File: config.mk
export PLATFORM = sky130hd
export DESIGN_NAME = worst_fit_block_allocator_unit_flat
export DESIGN_NICKNAME = d
export VERILOG_FILES = /design/src/hdl/wfba_pkg.sv /design/src/hdl/wfba_req_if.sv /design/src/hdl/wfba_rsp_if.sv /design/src/hdl/wfba_ram.sv /design/src/hdl/wfba_ctrl.sv /design/src/hdl/wfba_dp.sv /design/src/hdl/worst_fit_block_allocator_unit.sv /design/src/flat_wrapper.sv
export SDC_FILE = /design/constraint.sdc
export NUM_CORES = 1
export LEC_CHECK = 0
export ABC_AREA = 1
export BUFFER_PORTS_ARGS = -buffer_cell sky130_fd_sc_hd__buf_2
export CORE_ASPECT_RATIO = 1.1
export CORE_UTILIZATION = 66
export CTS_CLUSTER_SIZE = 16
export DETAILED_ROUTE_END_ITERATION = 10
export MAX_ROUTING_LAYER = met4
export PLACE_DENSITY_LB_ADDON = 0.1
export SLEW_MARGIN = 10
export SYNTH_ARGS = -nofsm -noshare
export SYNTH_HDL_FRONTEND = slang
export SYNTH_SLANG_ARGS = --single-unit
File: constraint.sdc
create_clock -name clock -period 5.7 [get_ports clock]
set_clock_uncertainty 0.15 [all_clocks]
set_input_delay 1.14 -clock clock [delete_from_list [all_inputs] [get_ports clock]]
set_output_delay 1.14 -clock clock [all_outputs]
set_load 0.1 [all_outputs]
File: src/hdl/wfba_pkg.sv
`default_nettype none
// ----------------------------------------------------------------------------
// wfba_pkg
// Shared field widths, operation codes and the controller/datapath structs.
// ----------------------------------------------------------------------------
package wfba_pkg;

   localparam int OP_W    = 1;
   localparam int IDX_W   = 4;
   localparam int SIZE_W  = 16;
   localparam int REQNO_W = 16;
   localparam int CFG_W   = 5;

   localparam logic [CFG_W-1:0] CFG_RESET = 5'd16;

   localparam logic [OP_W-1:0] OP_LOAD  = 1'b0;
   localparam logic [OP_W-1:0] OP_ALLOC = 1'b1;

   // controller -> datapath
   typedef struct packed {
      logic load;     // write table entry, free it
      logic start;    // latch request, reset scan
      logic issue;    // read next table entry
      logic finish;   // commit pick, load response register
   } wfba_cmd_type;

   // datapath -> controller
   typedef struct packed {
      logic scan_end; // all entries in use have been read
      logic out_free; // response register can take a new beat
   } wfba_sts_type;

endpackage
`default_nettype wire

File: src/hdl/wfba_req_if.sv
`default_nettype none
// ----------------------------------------------------------------------------
// wfba_req_if
// Request channel: load or allocate beat with valid/ready handshake.
// ----------------------------------------------------------------------------
interface wfba_req_if
   import wfba_pkg::*;
();
   logic              valid;
   logic              ready;
   logic [OP_W-1:0]   operation;
   logic [IDX_W-1:0]  block_index;
   logic [SIZE_W-1:0] size;

   modport source (output valid, operation, block_index, size, input ready);
   modport sink   (input valid, operation, block_index, size, output ready);
endinterface
`default_nettype wire

File: src/hdl/wfba_rsp_if.sv
`default_nettype none
// ----------------------------------------------------------------------------
// wfba_rsp_if
// Response channel: allocation result beat with valid/ready handshake.
// ----------------------------------------------------------------------------
interface wfba_rsp_if
   import wfba_pkg::*;
();
   logic               valid;
   logic               ready;
   logic               granted;
   logic [IDX_W-1:0]   chosen_block;
   logic [SIZE_W-1:0]  fragment;
   logic [REQNO_W-1:0] request_number;

   modport source (output valid, granted, chosen_block, fragment, request_number,
                   input ready);
   modport sink   (input valid, granted, chosen_block, fragment, request_number,
                   output ready);
endinterface
`default_nettype wire

File: src/hdl/wfba_ram.sv
`default_nettype none
// ----------------------------------------------------------------------------
// wfba_ram
// Generic single-write, single-read RAM with registered read data.
// ----------------------------------------------------------------------------
module wfba_ram #(
   parameter int WIDTH = 16,
   parameter int DEPTH = 16
) (
   input  wire logic                     clock,
   input  wire logic                     wr_en,
   input  wire logic [$clog2(DEPTH)-1:0] wr_addr,
   input  wire logic [WIDTH-1:0]         wr_data,
   input  wire logic                     rd_en,
   input  wire logic [$clog2(DEPTH)-1:0] rd_addr,
   output      logic [WIDTH-1:0]         rd_data
);

   logic [WIDTH-1:0] mem_ff [DEPTH];
   logic [WIDTH-1:0] rd_data_ff;

   always_ff @(posedge clock) begin
      if (wr_en) begin
         mem_ff[wr_addr] <= wr_data;
      end
      if (rd_en) begin
         rd_data_ff <= mem_ff[rd_addr];
      end
   end

   assign rd_data = rd_data_ff;

endmodule
`default_nettype wire

File: src/hdl/wfba_ctrl.sv
`default_nettype none
// ----------------------------------------------------------------------------
// wfba_ctrl
// Sequencer: accept, scan the table one entry per cycle, commit the pick.
// ----------------------------------------------------------------------------
module wfba_ctrl
   import wfba_pkg::*;
(
   input  wire logic            clock,
   input  wire logic            reset,
   input  wire logic            req_valid,
   input  wire logic [OP_W-1:0] req_operation,
   output      logic            req_ready,
   input  wire wfba_sts_type    sts,
   output      wfba_cmd_type    cmd
);

   localparam logic [1:0] S_IDLE = 2'd0;
   localparam logic [1:0] S_SCAN = 2'd1;
   localparam logic [1:0] S_DONE = 2'd2;

   logic [1:0] state_ff, state_in;
   logic       accept;

   assign req_ready = (state_ff == S_IDLE);
   assign accept    = req_valid && req_ready;

   always_comb begin
      state_in   = state_ff;
      cmd        = '0;
      unique case (state_ff)
         S_IDLE: begin
            cmd.load  = accept && (req_operation == OP_LOAD);
            cmd.start = accept && (req_operation == OP_ALLOC);
            if (cmd.start) begin
               state_in = S_SCAN;
            end
         end
         S_SCAN: begin
            // last compare lands at the same edge we leave
            if (sts.scan_end) begin
               state_in = S_DONE;
            end else begin
               cmd.issue = 1'b1;
            end
         end
         S_DONE: begin
            if (sts.out_free) begin
               cmd.finish = 1'b1;
               state_in   = S_IDLE;
            end
         end
         default: begin
            state_in = S_IDLE;
         end
      endcase
   end

   always_ff @(posedge clock) begin
      if (reset) begin
         state_ff <= S_IDLE;
      end else begin
         state_ff <= state_in;
      end
   end

endmodule
`default_nettype wire

File: src/hdl/wfba_dp.sv
`default_nettype none
// ----------------------------------------------------------------------------
// wfba_dp
// Datapath: size table, taken flags, worst-fit compare, response register.
// ----------------------------------------------------------------------------
module wfba_dp
   import wfba_pkg::*;
#(
   parameter int BLOCKS    = 16,
   parameter int SIZE_BITS = 16
) (
   input  wire logic               clock,
   input  wire logic               reset,
   input  wire logic               csr_we,
   input  wire logic [CFG_W-1:0]   csr_wdata,
   input  wire logic [IDX_W-1:0]   req_block_index,
   input  wire logic [SIZE_W-1:0]  req_size,
   input  wire wfba_cmd_type       cmd,
   output      wfba_sts_type       sts,
   output      logic               rsp_valid,
   input  wire logic               rsp_ready,
   output      logic               rsp_granted,
   output      logic [IDX_W-1:0]   rsp_chosen_block,
   output      logic [SIZE_W-1:0]  rsp_fragment,
   output      logic [REQNO_W-1:0] rsp_request_number
);

   localparam int IDXW = $clog2(BLOCKS);
   localparam int CNTW = $clog2(BLOCKS + 1);

   logic [CFG_W-1:0]     cfg_ff;
   logic [CNTW-1:0]      limit_in, limit_ff;
   logic [CNTW-1:0]      scan_idx_ff;
   logic [IDXW-1:0]      cmp_idx_ff;
   logic                 cmp_vld_ff;
   logic [SIZE_BITS-1:0] want_ff;
   logic                 found_ff;
   logic [SIZE_BITS-1:0] best_ff;
   logic [IDXW-1:0]      best_idx_ff;
   logic [BLOCKS-1:0]    taken_ff;
   logic [REQNO_W-1:0]   req_cnt_ff;

   logic                 rsp_valid_ff;
   logic                 rsp_granted_ff;
   logic [IDX_W-1:0]     rsp_chosen_ff;
   logic [SIZE_W-1:0]    rsp_frag_ff;
   logic [REQNO_W-1:0]   rsp_reqno_ff;

   logic                 load_ok;
   logic [IDXW-1:0]      load_addr;
   logic [SIZE_BITS-1:0] rd_data;
   logic                 fits;
   logic [SIZE_BITS-1:0] left;
   logic                 better;

   // loads beyond the table are dropped
   assign load_ok   = (32'(req_block_index) < BLOCKS);
   assign load_addr = IDXW'(req_block_index);

   wfba_ram #(
      .WIDTH (SIZE_BITS),
      .DEPTH (BLOCKS)
   ) u_size_ram (
      .clock   (clock),
      .wr_en   (cmd.load && load_ok),
      .wr_addr (load_addr),
      .wr_data (SIZE_BITS'(req_size)),
      .rd_en   (cmd.issue),
      .rd_addr (scan_idx_ff[IDXW-1:0]),
      .rd_data (rd_data)
   );

   // oversized blocks_in_use clamps to the table depth
   always_comb begin
      if (32'(cfg_ff) > BLOCKS) begin
         limit_in = CNTW'(BLOCKS);
      end else begin
         limit_in = CNTW'(cfg_ff);
      end
   end

   assign fits   = cmp_vld_ff && !taken_ff[cmp_idx_ff] && (rd_data >= want_ff);
   assign left   = rd_data - want_ff;
   assign better = fits && (!found_ff || (left > best_ff));

   assign sts.scan_end = (scan_idx_ff >= limit_ff);
   assign sts.out_free = !rsp_valid_ff || rsp_ready;

   always_ff @(posedge clock) begin
      if (reset) begin
         cfg_ff <= CFG_RESET;
      end else if (csr_we) begin
         cfg_ff <= csr_wdata;
      end
   end

   // scan and compare
   always_ff @(posedge clock) begin
      if (reset) begin
         cmp_vld_ff <= 1'b0;
         found_ff   <= 1'b0;
      end else begin
         cmp_vld_ff <= cmd.issue;
         if (cmd.start) begin
            found_ff <= 1'b0;
         end else if (better) begin
            found_ff <= 1'b1;
         end
      end
      if (cmd.start) begin
         limit_ff    <= limit_in;
         want_ff     <= SIZE_BITS'(req_size);
         scan_idx_ff <= '0;
      end else if (cmd.issue) begin
         scan_idx_ff <= scan_idx_ff + CNTW'(1);
      end
      if (cmd.issue) begin
         cmp_idx_ff <= scan_idx_ff[IDXW-1:0];
      end
      if (better) begin
         best_ff     <= left;
         best_idx_ff <= cmp_idx_ff;
      end
   end

   // taken flags and request counter
   always_ff @(posedge clock) begin
      if (reset) begin
         taken_ff   <= '0;
         req_cnt_ff <= '0;
      end else begin
         if (cmd.load && load_ok) begin
            taken_ff[load_addr] <= 1'b0;
         end
         if (cmd.finish) begin
            req_cnt_ff <= req_cnt_ff + REQNO_W'(1);
            if (found_ff) begin
               taken_ff[best_idx_ff] <= 1'b1;
            end
         end
      end
   end

   // response register
   always_ff @(posedge clock) begin
      if (reset) begin
         rsp_valid_ff <= 1'b0;
      end else if (cmd.finish) begin
         rsp_valid_ff <= 1'b1;
      end else if (rsp_ready) begin
         rsp_valid_ff <= 1'b0;
      end
      if (cmd.finish) begin
         rsp_granted_ff <= found_ff;
         rsp_chosen_ff  <= found_ff ? IDX_W'(best_idx_ff) : '0;
         rsp_frag_ff    <= found_ff ? SIZE_W'(best_ff) : '0;
         rsp_reqno_ff   <= req_cnt_ff;
      end
   end

   assign rsp_valid          = rsp_valid_ff;
   assign rsp_granted        = rsp_granted_ff;
   assign rsp_chosen_block   = rsp_chosen_ff;
   assign rsp_fragment       = rsp_frag_ff;
   assign rsp_request_number = rsp_reqno_ff;

   a_finish_room: assert property (@(posedge clock) disable iff (reset)
      cmd.finish |-> (!rsp_valid_ff || rsp_ready))
      else $error("result committed over an untaken beat");

   a_finish_drained: assert property (@(posedge clock) disable iff (reset)
      cmd.finish |-> !cmp_vld_ff)
      else $error("result committed with a compare still pending");

   a_cmp_in_range: assert property (@(posedge clock) disable iff (reset)
      cmp_vld_ff |-> (CNTW'(cmp_idx_ff) < limit_ff))
      else $error("compare on entry outside blocks in use");

   a_reqno_step: assert property (@(posedge clock) disable iff (reset)
      cmd.finish |=> (req_cnt_ff == REQNO_W'($past(req_cnt_ff) + REQNO_W'(1))))
      else $error("request counter did not advance on commit");

endmodule
`default_nettype wire

File: src/hdl/worst_fit_block_allocator_unit.sv
`default_nettype none
// ----------------------------------------------------------------------------
// worst_fit_block_allocator_unit
// Worst-fit allocator over a table of fixed-size memory blocks.
// ----------------------------------------------------------------------------
// A load beat (operation 0) writes one table entry and marks it free; it gives
// no response. An allocate beat (operation 1) scans the first blocks_in_use
// entries (clamped to BLOCKS), picks the free entry whose size is at least the
// request and leaves the largest leftover, lowest index on a tie, marks it
// taken and returns one response beat: granted, the block index, the leftover
// fragment and the running request number (0 after reset, wraps at 65536). An
// exact fit is granted; no fit gives granted 0 with index and fragment 0.
// After accept the scan reads one entry per cycle through the single read port
// of the size table RAM; the last compare then drains, and the pick goes into
// the response register once that register is free. The response register
// lets the next request be taken while a result beat waits on the sink.
// Entries never loaded hold no defined size and must not be scanned.
// blocks_in_use is written through csr_we/csr_wdata; the user must do so
// only while idle, since the block does not enforce it. Reset value is 16,
// and 0 refuses every allocate.
// ----------------------------------------------------------------------------
module worst_fit_block_allocator_unit
   import wfba_pkg::*;
#(
   parameter int BLOCKS    = 16,
   parameter int SIZE_BITS = 16
) (
   input  wire logic             clock,
   input  wire logic             reset,
   input  wire logic             csr_we,
   input  wire logic [CFG_W-1:0] csr_wdata,
   wfba_req_if.sink              req_ch,
   wfba_rsp_if.source            rsp_ch
);

   wfba_cmd_type cmd;
   wfba_sts_type sts;
   logic         req_ready;

   // sequencer: owns the request handshake
   wfba_ctrl u_ctrl (
      .clock         (clock),
      .reset         (reset),
      .req_valid     (req_ch.valid),
      .req_operation (req_ch.operation),
      .req_ready     (req_ready),
      .sts           (sts),
      .cmd           (cmd)
   );

   assign req_ch.ready = req_ready;

   // table, flags, compare and response register
   wfba_dp #(
      .BLOCKS    (BLOCKS),
      .SIZE_BITS (SIZE_BITS)
   ) u_dp (
      .clock              (clock),
      .reset              (reset),
      .csr_we             (csr_we),
      .csr_wdata          (csr_wdata),
      .req_block_index    (req_ch.block_index),
      .req_size           (req_ch.size),
      .cmd                (cmd),
      .sts                (sts),
      .rsp_valid          (rsp_ch.valid),
      .rsp_ready          (rsp_ch.ready),
      .rsp_granted        (rsp_ch.granted),
      .rsp_chosen_block   (rsp_ch.chosen_block),
      .rsp_fragment       (rsp_ch.fragment),
      .rsp_request_number (rsp_ch.request_number)
   );

endmodule
`default_nettype wire
File: src/flat_wrapper.sv
// flat-port wrapper written by rule: the top's interface ports become plain ports
module worst_fit_block_allocator_unit_flat import wfba_pkg::*;
#(
   parameter int BLOCKS    = 16,
   parameter int SIZE_BITS = 16
)
  (clock, reset, csr_we, csr_wdata, req_ch_valid, req_ch_operation, req_ch_block_index, req_ch_size, req_ch_ready, rsp_ch_valid, rsp_ch_granted, rsp_ch_chosen_block, rsp_ch_fragment, rsp_ch_request_number, rsp_ch_ready);
  wfba_req_if req_ch_i ();
  wfba_rsp_if rsp_ch_i ();
  input  wire logic clock;
  input  wire logic reset;
  input  wire logic csr_we;
  input  wire logic [CFG_W-1:0] csr_wdata;
  input wire logic [$bits(req_ch_i.valid)-1:0] req_ch_valid;
  input wire logic [$bits(req_ch_i.operation)-1:0] req_ch_operation;
  input wire logic [$bits(req_ch_i.block_index)-1:0] req_ch_block_index;
  input wire logic [$bits(req_ch_i.size)-1:0] req_ch_size;
  output wire logic [$bits(req_ch_i.ready)-1:0] req_ch_ready;
  output wire logic [$bits(rsp_ch_i.valid)-1:0] rsp_ch_valid;
  output wire logic [$bits(rsp_ch_i.granted)-1:0] rsp_ch_granted;
  output wire logic [$bits(rsp_ch_i.chosen_block)-1:0] rsp_ch_chosen_block;
  output wire logic [$bits(rsp_ch_i.fragment)-1:0] rsp_ch_fragment;
  output wire logic [$bits(rsp_ch_i.request_number)-1:0] rsp_ch_request_number;
  input wire logic [$bits(rsp_ch_i.ready)-1:0] rsp_ch_ready;
  assign req_ch_i.valid = req_ch_valid;
  assign req_ch_i.operation = req_ch_operation;
  assign req_ch_i.block_index = req_ch_block_index;
  assign req_ch_i.size = req_ch_size;
  assign req_ch_ready = req_ch_i.ready;
  assign rsp_ch_valid = rsp_ch_i.valid;
  assign rsp_ch_granted = rsp_ch_i.granted;
  assign rsp_ch_chosen_block = rsp_ch_i.chosen_block;
  assign rsp_ch_fragment = rsp_ch_i.fragment;
  assign rsp_ch_request_number = rsp_ch_i.request_number;
  assign rsp_ch_i.ready = rsp_ch_ready;
  worst_fit_block_allocator_unit #(.BLOCKS(BLOCKS), .SIZE_BITS(SIZE_BITS)) u_core (.clock(clock), .reset(reset), .csr_we(csr_we), .csr_wdata(csr_wdata), .req_ch(req_ch_i), .rsp_ch(rsp_ch_i));
endmodule
==> impl_results.md, run 1 <==
- Outcome: finished, final reports clean
- WP buf/inv: 1
- Crit end category: register
- Yosys Warn Count: 0
- Worst slack at placement: roughly 1.8 ns
- Antenna Nets Post-Route: 0
- Via count: approximately 11000
- CP arrival: 3.87 ns
- Fin crit period: approximately 3.9 ns
- Max Root-Sink Buffers: 3
- RSZ-0062 raised after global routing: false
- Die height: about 170 µm
- Crit-path most repeated cell: nand2_1
- Setup ws final: around 1.8 ns
- Port bufs: 69
- Unique masters post-synth: 40
- Clock network power share: 0.342
- Post-route clock period utilization: 0.681
- P_int: between 0.005 and 0.006 W
- Top FF cell, synth: edfxtp_1
- Switching pwr: about 0.002 W
- Setup TNS: 0 ns
- Part of the power in registers: 0.488
- Synthesized Nets: between 1000 and 1500
- Area of the multi-input gates: around 4400 µm²
- Maximum capacitance violations: 0
- H-tree Lvls: 2
- First-pass DRT Iterations: 5
- # resized after CTS: 0
- Vias in the first global route: roughly 10000
- TritonCTS Buffers: 38
- Starting Density: 0.677
- Critical Path Start Type: register
- Post-layout net count: ~1600
- DRC: 0
- CP Cell Sequence: ha_1 > fa_1 > inv_1 > nand3_1 > nand2_1 > nand3_1 > nand2_1 > nand3b_1 > nand3_1 > nand2_1 > ha_1 > nand4_1 > nor2_1 > nand2_1 > nand2_1 > nand2_1 > a21oi_2
- FF+latch area: approximately 12000 µm²
- GPL Wtd Cong: roughly 0.91
- Max incr delay on CP: approximately 0.85 ns
- CTS clock-pin slew for the worst setup and hold paths: 0.06 ns
- Row Count: 60
- # clock sinks: approximately 400
- Layout area overhead: 10.7%
- Worst slew margin: 0.136
- Initial antenna violation count: 2
- Grt ovf: 0
- Initial drt markers: about 1000
- All-Layer GR Usage: 0.286
- First-pass GRT wire length: between 50000 and 60000 µm
- Commonest non-fill, non-tap cell in the layout: edfxtp_1
- CP required: around 5.7 ns
- DR WL/cell: 19.2 µm
- Largest net degree at the start of global routing: a little over 80
- CP top delay family: simple AND/OR/NAND/NOR gates
- # hold bufs at CTS: 0
- Post-synth EDFFs: 354
- Crit Path Category: register to register
- Final Hold Viols: 0
- Clock Latency Late Sink: about 0.53 ns
- Fmax achieved: ~0.26 GHz
- Synth Instances: about 1400
- Fraction of layout cells with a size suffix above 1: 0.111
- Die span in x: approximately 150 µm
- Max VDD drop: around 0.00033 V
- Class of the worst hold path: register to register
- CTS Root Cell: clkbuf_16
- Combinational Power Share: 0.170
- Yosys reg bits: between 400 and 500
- Slowest-stage cell, CP: a21oi_2
- Sequential area share after synthesis: 0.692
- Asr flop ratio synth: 0
- FILL cells: roughly 1600
- CTS tree: yes
- PD cells: 378 nW/µm²
- Setup violators final: 0
- Pleak: ~6.8 nW
- Avg Cell Area, Syn: 11.8 µm²
- Slew Limit Fails: 0
- DR vias/cell: 5.96
- Setup bufs post-CTS: 0
- Die area: 26000 µm²
- I/O Pins: 70
- Most frequent cells in the layout: 354 x edfxtp_1, 213 x nor2_1, 174 x nand2_1, 120 x inv_1, 114 x o21ai_0
- Crit Path Max Fanout: 20
- Detailed placement HPWL: approximately 21000 µm
- Utilization after layout: 0.750
- Cell area after synthesis: about 17000 µm²
- Detailed Route WL: between 30000 and 40000 µm
- Core area: between 20000 and 25000 µm²
- Sw frac: 0.279
- Slew at the pin closest to its max-slew limit: approximately 1.3 ns
## final timing paths
path                                           from                                     endpoint  slack, ns  cells past startpoint
max                u_core.u_dp.want_ff[0]$_DFFE_PP_         u_core.u_dp.best_idx_ff[0]$_DFFE_PP_       1.82                     17
min          u_core.u_dp.req_cnt_ff[9]$_SDFFE_PP0P_  u_core.u_dp.rsp_request_number[9]$_DFFE_PP_       0.32                      0
max reg2reg        u_core.u_dp.want_ff[0]$_DFFE_PP_         u_core.u_dp.best_idx_ff[0]$_DFFE_PP_       1.82                     17
min reg2reg  u_core.u_dp.req_cnt_ff[9]$_SDFFE_PP0P_  u_core.u_dp.rsp_request_number[9]$_DFFE_PP_       0.32                      0
## layout make-up
type / count / share of cell area
Multi-Input combinational cell: 829 / 0.240
Tap cell: 310 / 0.0209
Clock inverter: 18 / 0.00743
Antenna cell: 1 / 0.000135
Clock buffer: 51 / 0.0562
Sequential cell: 401 / 0.625
Inverter: 126 / 0.0256
Timing Repair Buffer: 85 / 0.0251
## power by group through the flow
stage / Combinational [W] / Sequential, W / Clock, W
after floorplan: 0.000906 / 0.00345 / 0
after global placement: 0.00115 / 0.00347 / 0
after detailed placement: 0.00118 / 0.00347 / 0
after CTS: 0.00119 / 0.00341 / 0.00242
after global routing: 0.00133 / 0.00343 / 0.00253
final: 0.00119 / 0.00342 / 0.00239
## metrics by stage
step / instance area, µm² / cells / hold WS [ns] / power, W
global placement: 17300 / 1751 / 0.296 / 0.00463
CTS: 18500 / 1820 / 0.321 / 0.00702
detailed placement: 17300 / 1751 / 0.297 / 0.00465
finish: 18500 / 1821 / 0.319 / 0.00701
floorplan: 16700 / 1413 / 0.271 / 0.00435
global route: 18500 / 1821 / 0.333 / 0.00728
## registers in the layout (all words and copies together) (netlist names)
name and cells:
u_core.u_dp.cmp_idx_ff 4, u_core.u_dp.rsp_fragment 16, u_core.u_dp.req_cnt_ff 16, u_core.u_dp.rsp_valid 1
u_core.u_dp.rsp_granted 1, u_core.u_dp.cfg_ff 5, u_core.u_dp.taken_ff 16, u_core.u_dp.u_size_ram.mem_ff 256
u_core.u_dp.best_idx_ff 4, u_core.u_dp.limit_ff 5, u_core.u_dp.cmp_vld_ff 1, u_core.u_dp.u_size_ram.rd_data 16
u_core.u_dp.best_ff 16, u_core.u_dp.rsp_request_number 16, u_core.u_ctrl.state_ff 2, u_core.u_dp.want_ff 16
u_core.u_dp.found_ff 1, u_core.u_dp.rsp_chosen_block 4, u_core.u_dp.scan_idx_ff 5
## cells in the mapped netlist (2+ instances only)
library cell / count / area share
edfxtp_1: 354 / 0.64
nor2_1: 227 / 0.051
nand2_1: 174 / 0.039
inv_1: 120 / 0.027
o21ai_0: 114 / 0.034
a21oi_1: 64 / 0.019
nand3_1: 61 / 0.018
dfxtp_1: 47 / 0.056
ha_1: 39 / 0.029
o32ai_1: 32 / 0.017
clkbuf_1: 30 / 0.0067
o211ai_1: 20 / 0.0090
buf_2: 16 / 0.0048
mux2i_1: 12 / 0.0072
o221ai_1: 12 / 0.0063
xor2_1: 11 / 0.0058
o21ai_1: 10 / 0.0030
nand4_1: 8 / 0.0030
buf_4: 7 / 0.0031
nor3_1: 6 / 0.0018
xnor2_1: 6 / 0.0031
a21o_1: 5 / 0.0022
buf_6: 4 / 0.0027
inv_2: 4 / 0.00090
nand3b_1: 4 / 0.0018
nor3_2: 4 / 0.0024
nor2_2: 3 / 0.0011
o21bai_1: 3 / 0.0013
a21boi_0: 2 / 0.00090
a31oi_1: 2 / 0.00075
clkinv_1: 2 / 0.00045
o21a_1: 2 / 0.00090
## logic make-up after synthesis
| group | Yosys count | synth area share |
|---|---|---|
| AOI/OAI and AO/OA | 270 | 0.0967 |
| muxes | 12 | 0.00718 |
| and+or+nand+nor | 490 | 0.120 |
| xor gates and xnor gates | 17 | 0.00890 |
| DFF | 401 | 0.692 |
| buffers and inverters | 183 | 0.0456 |
| adders and majority gates | 40 | 0.0304 |
## per-layer routing
| metal | global-route usage | up-vias | wire, µm |
|---|---|---|---|
| met5 | - | - | 0 |
| li1 | - | 5124 | - |
| met3 | 0.0425 | 94 | 2950 |
| met4 | 0.112 | 0 | 1220 |
| met1 | 0.374 | 5167 | 14200 |
| met2 | 0.458 | 467 | 16700 |
No activity file was read; power rests on OpenSTA's default activity.
==> run 2, diff against run 1 <==
--- a/config.mk
+++ b/config.mk
@@ -8,7 +8,7 @@
 export ABC_AREA = 1
 export BUFFER_PORTS_ARGS = -buffer_cell sky130_fd_sc_hd__buf_2
 export CORE_ASPECT_RATIO = 1.1
-export CORE_UTILIZATION = 66
+export CORE_UTILIZATION = 55
 export CTS_CLUSTER_SIZE = 16
 export DETAILED_ROUTE_END_ITERATION = 10
 export MAX_ROUTING_LAYER = met4
==> constraint.sdc (replaced) <==
create_clock -name clock -period 3.5 [get_ports clock]
set_clock_uncertainty 0.15 [all_clocks]
set_input_delay 0.7 -clock clock [delete_from_list [all_inputs] [get_ports clock]]
set_output_delay 0.7 -clock clock [all_outputs]
set_load 0.1 [all_outputs]
==> run 2 against run 1 <==
  * First-iteration DRC count decreased by 6.2%
  * Worst setup slack worse by 1.6 ns
  * Combinational power is 74% higher
  * Maximum frequency up 17%
  * Die area grew 20%
  * Non-clock buffer count grew 18
  * Count of clock-buffer cells in the layout down 1
  * Critical path depth up 1
  * Largest power group unchanged
==> impl_results.md, run 2 (synthesized netlist as in run 1, its figures left out) <==
- Clock network power share: 0.359 (was 0.342)
- Crit Path Category: register to register (unchanged)
- CTS Root Cell: clkbuf_16 (unchanged)
- CTS tree: yes (unchanged)
- Commonest non-fill, non-tap cell in the layout: edfxtp_1 (unchanged)
- Worst slew margin: 0.385 (was 0.136)
- Switching pwr: 0.00324 W (was 0.00195 W)
- # clock sinks: 401 (unchanged)
- DRC: 0 (unchanged)
- P_int: 0.00851 W (was 0.00505 W)
- Combinational Power Share: 0.176 (was 0.170)
- TritonCTS Buffers: 41 (was 38)
- Grt ovf: 0 (unchanged)
- Die span in x: 168 µm (was 154 µm)
- Largest net degree at the start of global routing: 95 (was 83)
- CP top delay family: simple AND/OR/NAND/NOR gates (unchanged)
- Slew at the pin closest to its max-slew limit: 0.922 ns (was 1.29 ns)
- Initial antenna violation count: 0 (was 2)
- Antenna Nets Post-Route: 0 (unchanged)
- Fin crit period: 3.32 ns (was 3.88 ns)
- H-tree Lvls: 2 (unchanged)
- GPL Wtd Cong: 0.880 (was 0.907)
- Max VDD drop: 0.000438 V (was 0.000328 V)
- Final instance area: 19000 µm² (was 18500 µm²)
- Maximum capacitance violations: 0 (unchanged)
- Biggest register: u_core.u_dp.u_size_ram.mem_ff (unchanged)
- Initial drt markers: 947 (was 1010)
- Post-route clock period utilization: 0.949 (was 0.681)
- Class of the worst hold path: primary input to register (was register to register)
- Critical Path Start Type: register (unchanged)
- CP required: 3.59 ns (was 5.69 ns)
- Part of the power in registers: 0.465 (was 0.488)
- DR WL/cell: 18.9 µm (was 19.2 µm)
- Detailed Route WL: 36000 µm (was 35000 µm)
- Slowest-stage cell, CP: edfxtp_1 (was a21oi_2)
- Reg-to-reg slack, setup: 0.18 ns (was 1.82 ns)
- First-pass DRT Iterations: 5 (unchanged)
- Fmax achieved: 0.301 GHz (was 0.258 GHz)
- PD cells: 619 nW/µm² (was 378 nW/µm²)
- Vias in the first global route: 10227 (was 10145)
- Detailed placement HPWL: 21600 µm (was 21200 µm)
- Outcome: finished, final reports clean (unchanged)
- Setup ws final: 0.179 ns (was 1.82 ns)
- Most frequent cells in the layout: 354 x edfxtp_1, 210 x nor2_1, 169 x nand2_1, 120 x inv_1, 114 x o21ai_0 (was 354 x edfxtp_1, 213 x nor2_1, 174 x nand2_1, 120 x inv_1, 114 x o21ai_0)
- Die height: 185 µm (was 169 µm)
- CP arrival: 3.41 ns (was 3.87 ns)
- Fraction of layout cells with a size suffix above 1: 0.135 (was 0.111)
- Post-layout net count: 1573 (was 1552)
- # hold bufs at CTS: 0 (unchanged)
- All-Layer GR Usage: 0.242 (was 0.286)
- Final cell count without fillers: 1906 (was 1821)
- Row Count: 66 (was 60)
- Crit end category: register (unchanged)
- CTS clock-pin slew for the worst setup and hold paths: 0.06 ns (about the same)
- Utilization after layout: 0.639 (was 0.750)
- Pleak: 6.99 nW (was 6.82 nW)
- Placed inst area: 17600 µm² (was 17300 µm²)
- Crit Path Max Fanout: 5 (was 20)
- Starting Density: 0.563 (was 0.677)
- I/O Pins: 70 (unchanged)
- CP Cell Sequence: ha_4 > fa_2 > inv_1 > nand3_1 > nand2_2 > nand3_1 > nand2_2 > nand3b_1 > nand3_1 > nand2_2 > ha_4 > nand4_1 > a31oi_1 > nor2_1 > nand2_1 > nand2_1 > a21oi_4 > clkbuf_16 (was ha_1 > fa_1 > inv_1 > nand3_1 > nand2_1 > nand3_1 > nand2_1 > nand3b_1 > nand3_1 > nand2_1 > ha_1 > nand4_1 > nor2_1 > nand2_1 > nand2_1 > nand2_1 > a21oi_2)
- Worst slack at placement: 0.121 ns (was 1.79 ns)
- Sw frac: 0.276 (was 0.279)
- Layout area overhead: 13.5% (was 10.7%)
- Core area: 29700 µm² (was 24700 µm²)
- Via count: 10839 (was 10852)
- Die area: 31100 µm² (was 26000 µm²)
- Max Root-Sink Buffers: 3 (unchanged)
- Slew Limit Fails: 0 (unchanged)
- DR vias/cell: 5.69 (was 5.96)
- Worst hold margin: 0.223 ns (was 0.319 ns)
- First-pass GRT wire length: 55600 µm (was 54500 µm)
- Dpl cells: 1830 (was 1751)
- Port bufs: 69 (unchanged)
- WP buf/inv: 2 (was 1)
- Largest register FFs: 256 (unchanged)
- Clock Latency Late Sink: 0.53 ns (about the same)
- Final Hold Viols: 0 (unchanged)
- Setup violators final: 0 (unchanged)
- Max incr delay on CP: 0.42 ns (was 0.85 ns)
run 2: cell count changes in the layout (fill, tap and decap cells not counted), sizes merged:
cell      change
buf          +17
clkinvlp      +1
bufinv        +1
clkinv        +2
run 2: repair_timing:
item,CTS,global route
setup endpoints to repair,0,18
hold endpoints to repair,0,0
gates resized for setup,0,15
buffers inserted,0,1
run 2: cell type report:
| cell class | instances | area [µm²] |
|---|---|---|
| diodes | 1 | 2.50 |
| clock buffers | 50 | 1110 |
| clock inverters | 22 | 193 |
| fillers | 2265 | 10700 |
| inverters | 126 | 474 |
| multi-input cells | 829 | 4510 |
| flip-flops and latches | 401 | 11600 |
| well taps | 374 | 468 |
| repair buffers | 103 | 647 |
run 2: final timing paths:
path | startpoint | end | cells after the start
max | u_core.u_dp.want_ff[0]$_DFFE_PP_ | u_core.u_dp.best_ff[11]$_DFFE_PP_ | 18
min reg2reg | u_core.u_dp.req_cnt_ff[9]$_SDFFE_PP0P_ | u_core.u_dp.req_cnt_ff[9]$_SDFFE_PP0P_ | 2
max reg2reg | u_core.u_dp.want_ff[0]$_DFFE_PP_ | u_core.u_dp.best_ff[11]$_DFFE_PP_ | 18
min | csr_we | u_core.u_dp.cfg_ff[4]$_SDFFE_PP1P_ | 2
run 2: layer usage:
metal / vias up / global-route usage / part of all wire
met5: - / - / 0
met2: 343 / 0.389 / 0.48
li1: 5183 / - / -
met1: 5228 / 0.315 / 0.43
met3: 85 / 0.0327 / 0.056
met4: 0 / 0.0967 / 0.035
run 2: worst reg2reg max path, delay by kind of cell, from the launching register on:
kind / cells / cell delay, ns
and+or+nand+nor: 11 / 0.95
AOI/OAI and AO/OA: 2 / 0.44
buffers and inverters: 2 / 0.26
adders and majority gates: 3 / 0.81
DFF: 1 / 0.42
run 2: power groups by stage:
stage | Clock, W | Sequential (W) | Combinational [W]
finish | 0.00421 | 0.00546 | 0.00207
global route | 0.00446 | 0.00547 | 0.00230
CTS | 0.00428 | 0.00546 | 0.00205
detailed placement | 0 | 0.00556 | 0.00204
global placement | 0 | 0.00556 | 0.00201
floorplan | 0 | 0.00561 | 0.00148
run 2: stage by stage:
step                total power, W  setup TNS, ns
global route                0.0122        -0.0663
detailed placement         0.00760              0
floorplan                  0.00709              0
global placement           0.00757              0
CTS                         0.0118              0
finish                      0.0117              0
